<file path="src/gra_pkg.sv">
// ----------------------------------------------------------------------------
// gra_pkg
// Shared types and constants for the graph reachability search core.
// ----------------------------------------------------------------------------
`default_nettype none

package gra_pkg;

   // Node indices on the request and response ports are fixed at six bits.
   localparam int IDX_W         = 6;
   localparam int IDX_LIMIT     = 64;
   localparam int DEF_MAX_NODES = 64;

   typedef enum logic [1:0] {
      CMD_ADD_NODE    = 2'd0,
      CMD_ADD_EDGE    = 2'd1,
      CMD_REMOVE_EDGE = 2'd2,
      CMD_SEARCH      = 2'd3
   } cmd_type;

   typedef enum logic [3:0] {
      ST_IDLE,
      ST_EDGE_A,
      ST_EDGE_RDB,
      ST_EDGE_B,
      ST_PUSH,
      ST_TOP,
      ST_ROW,
      ST_REPLY
   } state_type;

endpackage : gra_pkg

`default_nettype wire

</file>
<file path="src/gra_ram.sv">
// ----------------------------------------------------------------------------
// gra_ram
// Simple dual-port synchronous RAM: one write port, one read port, registered
// read data.
// ----------------------------------------------------------------------------
`default_nettype none

module gra_ram
   import gra_pkg::*;
#(
   parameter int WIDTH = IDX_W,
   parameter int DEPTH = DEF_MAX_NODES,
   localparam int AW   = (DEPTH > 1) ? $clog2(DEPTH) : 1
) (
   input  wire logic             clock,
   input  wire logic             wr_en,
   input  wire logic [AW-1:0]    wr_addr,
   input  wire logic [WIDTH-1:0] wr_data,
   input  wire logic             rd_en,
   input  wire logic [AW-1:0]    rd_addr,
   output logic      [WIDTH-1:0] rd_data
);

   logic [WIDTH-1:0] mem [DEPTH];

   always_ff @(posedge clock) begin
      if (wr_en) begin
         mem[wr_addr] <= wr_data;
      end
   end

   always_ff @(posedge clock) begin
      if (rd_en) begin
         rd_data <= mem[rd_addr];
      end
   end

endmodule : gra_ram

`default_nettype wire

</file>
<file path="config.mk">
export PLATFORM = sky130hd
export DESIGN_NAME = gra_ram
export DESIGN_NICKNAME = d
export VERILOG_FILES = /design/src/gra_pkg.sv /design/src/gra_ram.sv
export SDC_FILE = /design/constraint.sdc
export NUM_CORES = 1
export LEC_CHECK = 0
export BUFFER_PORTS_ARGS = -buffer_cell sky130_fd_sc_hd__buf_4
export CAP_MARGIN = 20
export CORE_MARGIN = 1
export CORE_UTILIZATION = 56
export DETAILED_ROUTE_END_ITERATION = 8
export PLACE_DENSITY = 0.75
export SYNTH_ARGS = -nofsm -noshare
export SYNTH_HDL_FRONTEND = slang
export SYNTH_SLANG_ARGS = --single-unit
export TNS_END_PERCENT = 100
</file>
<file path="constraint.sdc">
create_clock -name clock -period 2.26 [get_ports clock]
set_input_delay 0.452 -clock clock [delete_from_list [all_inputs] [get_ports clock]]
set_output_delay 0.452 -clock clock [all_outputs]
set_load 0.02 [all_outputs]
</file>
======== Word-level counts from Yosys, hierarchy flattened ========
Memories as Yosys holds them, arrays and structs flattened. A register that Yosys moved wholly into a read port is not among the register bits.
Cells that the tools add are included.
cells by class
  muxes and demuxes ....................... 2
operators with widths
  cell              count
  1-bit 2-to-1 mux  2
word-level totals
  bits in registers ....................... 0
  bits in writable memories ............... 384
  bits of input ports ..................... 21
  output and inout port bits .............. 6
  logic and storage cells ................. 3
  memories kept ........................... 1
memory list
  memory  words  width  read ports  clocked after memory_dff  wr ports  line           text
  mem     64     6      1           1                         1         gra_ram.sv:24  logic [WIDTH-1:0] mem [DEPTH];

======== Logic depth before layout (Yosys ltp) ========
  word-level depth ........................ 2
  depth in mapped cells ................... 7
  gate-level depth less buffers ........... 5

======== Worst setup path before layout ========
OpenSTA, ideal clock, no wires.
  path type ............................... input to register
  start ................................... in rd_addr[0]
  end ..................................... reg rd_data[0], read port of mem, data pin
  arrival time ............................ 1881 ps
  data required time ...................... 2003 ps
  setup slack ............................. 123 ps
  stages .................................. 7
  path buffers ............................ 3
  cell sequence ........................... buf_6 > buf_6 > buf_4 > mux4_2 > o22ai_1 > o21ai_1 > a32o_1
RTL lines
  what                line           text
  start: declaration  gra_ram.sv:20  input wire logic [AW-1:0] rd_addr,
  end: declaration    gra_ram.sv:21  output logic [WIDTH-1:0] rd_data

==> flow_summary.yaml <==
sta:
  fin_skew_ns: 0.0145
  drv_slew: 0
  rsz0062_at_grt: "no"
  fmax_mhz: 521
  whs_ns: 0.210
  tns_ns: 0
  finalSetupViolations: 0
  worst_pin_slew_ns: 0.730
  timing.slew.headroom: 0.513
  min_period_ns: 1.92
  period_share: 0.849
  finalHoldViolations: 0
routing:
  route.detailed.drc: 0
  ant_nets: 0
  drt-total-wl_um: 33200
  via_count: 7855
  wire_per_inst_um: 27.0
  vias_per_cell: 6.38
  drt_iter0_markers: 994
  dr.pass1.iters: 5
clock_tree:
  cts_tree: "built"
  hold_buffers: 0
  cts.sinks: 390
  htree_levels: 2
  cts_buffer_depth: 3
  path_clk_slew_ns: 0.06
  post-cts-setup-buffers: 0
  clk_latency_ns: 0.52
  cts_root_buffer: "clkbuf_16"
  cts_resized: 0
  numCtsBuffers: 39
layout:
  drive_above_1_share: 0.326
  finalNetCount: 882
  area_growth_syn_to_layout_pct: 16.8
  final_util: 0.664
  finalInstanceArea_mm2: 0.0179
global_route:
  grt_pass1_wl_um: 50200
  grt_pass1_vias: 8150
  grt_max_degree: 65
  antenna_found_initial: 1
  grt_usage: 0.248
  overflow: 0
logic_synthesis:
  yosysWarnings: 0
  synth-seq-cells: 390
  synth_xor_area_frac: 0
  synthCells: 720
  yosysMostFrequentCell: "edfxtp_1"
  synth.top_cells.by_count: "390 x edfxtp_1, 87 x mux4_2, 67 x nor2_1"
  ys_types: 36
  netlist_area_mm2: 0.0153
  synth_nets: 741
  synthSimpleGateAreaFrac: 0.0366
  yosys.area.top_type: "edfxtp_1"
  ys_seq_area_frac: 0.766
  synth_top_cell_area_share: 0.766
  ys_dominant_reg_cell: "edfxtp_1"
  ys_top_cells_by_area: "edfxtp_1 77%, mux4_2 13%, nor2_1 1.6%"
  async_flop_share: 0
  syn_avg_cell_area_um2: 21.2
  synth_top_family_by_area: "multiplexers"
  synth-compound-area-share: 0.0259
  synth_fa_ha_area_frac: 0
  synth_edf_count: 390
  yosys-mux-area-fraction: 0.155
setup_path:
  r2r_start: "mem[48][0]"
  end_kind: "flop"
  r2r-end: "rd_data[0]"
  cp-start-kind: "input pin"
  worstPathArrival_ns: 2.20
  critPathKind: "input pin to flop"
  r2r_setup_slack_ns: 0.35
  worstPathMaxFanout: 21
  reg2reg_depth: 4
  critical_path_required_ns: 2.54
pwr:
  p_per_area_mw_per_mm2: 844
  total_power_mw: 15.1
  leakagePower_nw: 5.83
  peakVddDrop_mv: 0.620
min_path:
  min_to: "rd_data[2]"
  hold_depth: 1
  hold_path.startpoint: "rd_en"
  hp-class: "input pin to flop"
job:
  cap_violations: 0
outcome:
  outcome: "completed"
floorplanning:
  io_pins: 27
  die_h_um: 167
  start_util: 0.569
  rows: 60
  die_x_um: 167
  coreArea_mm2: 0.0269
  die-area_mm2: 0.0280
place:
  place_area_mm2: 0.0166
  hpwl_um: 21000
  place.gp.congestion: 0.845
  io_buffer_count: 26
-- layout make-up --
class / instances / area, µm²
timing repair buffer: 139 / 1170
multi-input combinational: 291 / 3320
clock buffer: 53 / 1070
fill: 1702 / 9020
clock inverter: 16 / 151
antenna: 1 / 2.50
tap: 341 / 427
sequential: 390 / 11700
-- through the flow --
step | std cells | worst slack (ns)
finish | 1231 | 0.340
global route | 1231 | 0.293
CTS | 1230 | 0.331
detailed placement | 1161 | -0.156
global placement | 1161 | -0.143
floorplan | 720 | 0.123
-- power breakdown --
group | switching (mW) | internal, mW | leakage, nW
clock | 2.54 | 3.66 | 0.589
combinational | 0.477 | 0.349 | 1.72
sequential | 0.0244 | 8.02 | 3.51
-- worst max-delay path, cell delays in order --
cell and delay, ns:
buf_4 0.37, buf_4 0.28, mux4_2 0.34, mux2i_1 0.32
buf_4 0.17, a21oi_1 0.08, o22a_1 0.17
-- flip-flops by register name (all words and copies together), names as in the netlist --
name	cells
rd_data	6
mem	384
-- kinds of logic after synthesis --
kind of cell,Yosys count
muxes,117
and+or+nand+nor,120
DFF,390
AOI/OAI and AO/OA,54
buffers and inverters,39
-- placed cells by master, fill, tap and decap left out, types with 3 or more instances in the layout --
cell / count
a211oi_1: 6
a21oi_1: 6
a221oi_1: 3
a32o_1: 3
buf_12: 10
buf_4: 128
bufinv_16: 3
clkbuf_1: 12
clkbuf_16: 41
clkinv_1: 7
clkinv_2: 4
edfxtp_1: 390
mux2_2: 9
mux2i_1: 15
mux4_1: 6
mux4_2: 87
nand2_1: 8
nand2b_1: 5
nand3_1: 11
nand3b_1: 4
nor2_1: 67
nor2b_1: 8
nor3_1: 5
o21ai_1: 6
o221ai_1: 9
o22a_1: 6
o22ai_1: 12
-- routing by layer --
metal | global-route usage | routed length (µm) | up-vias
li1 | - | - | 3297
met5 | 0 | 0 | -
met3 | 0.0487 | 2880 | 67
met1 | 0.354 | 13400 | 4059
met2 | 0.389 | 16000 | 432
met4 | 0.0842 | 936 | 0
-- how the worst max path moves through the flow --
stage	from	end	slack (ns)	depth (start not counted)
after floorplan	rd_addr[0]	rd_data[0]	0.12	7
after global placement	rd_addr[0]	rd_data[4]	-0.14	8
after detailed placement	rd_addr[1]	rd_data[3]	-0.16	7
after CTS	mem[48][0]	rd_data[0]	0.33	4
after global routing	mem[51][0]	rd_data[0]	0.29	4
final	rd_addr[1]	rd_data[3]	0.34	7
(Power assumes the default switching activity.)
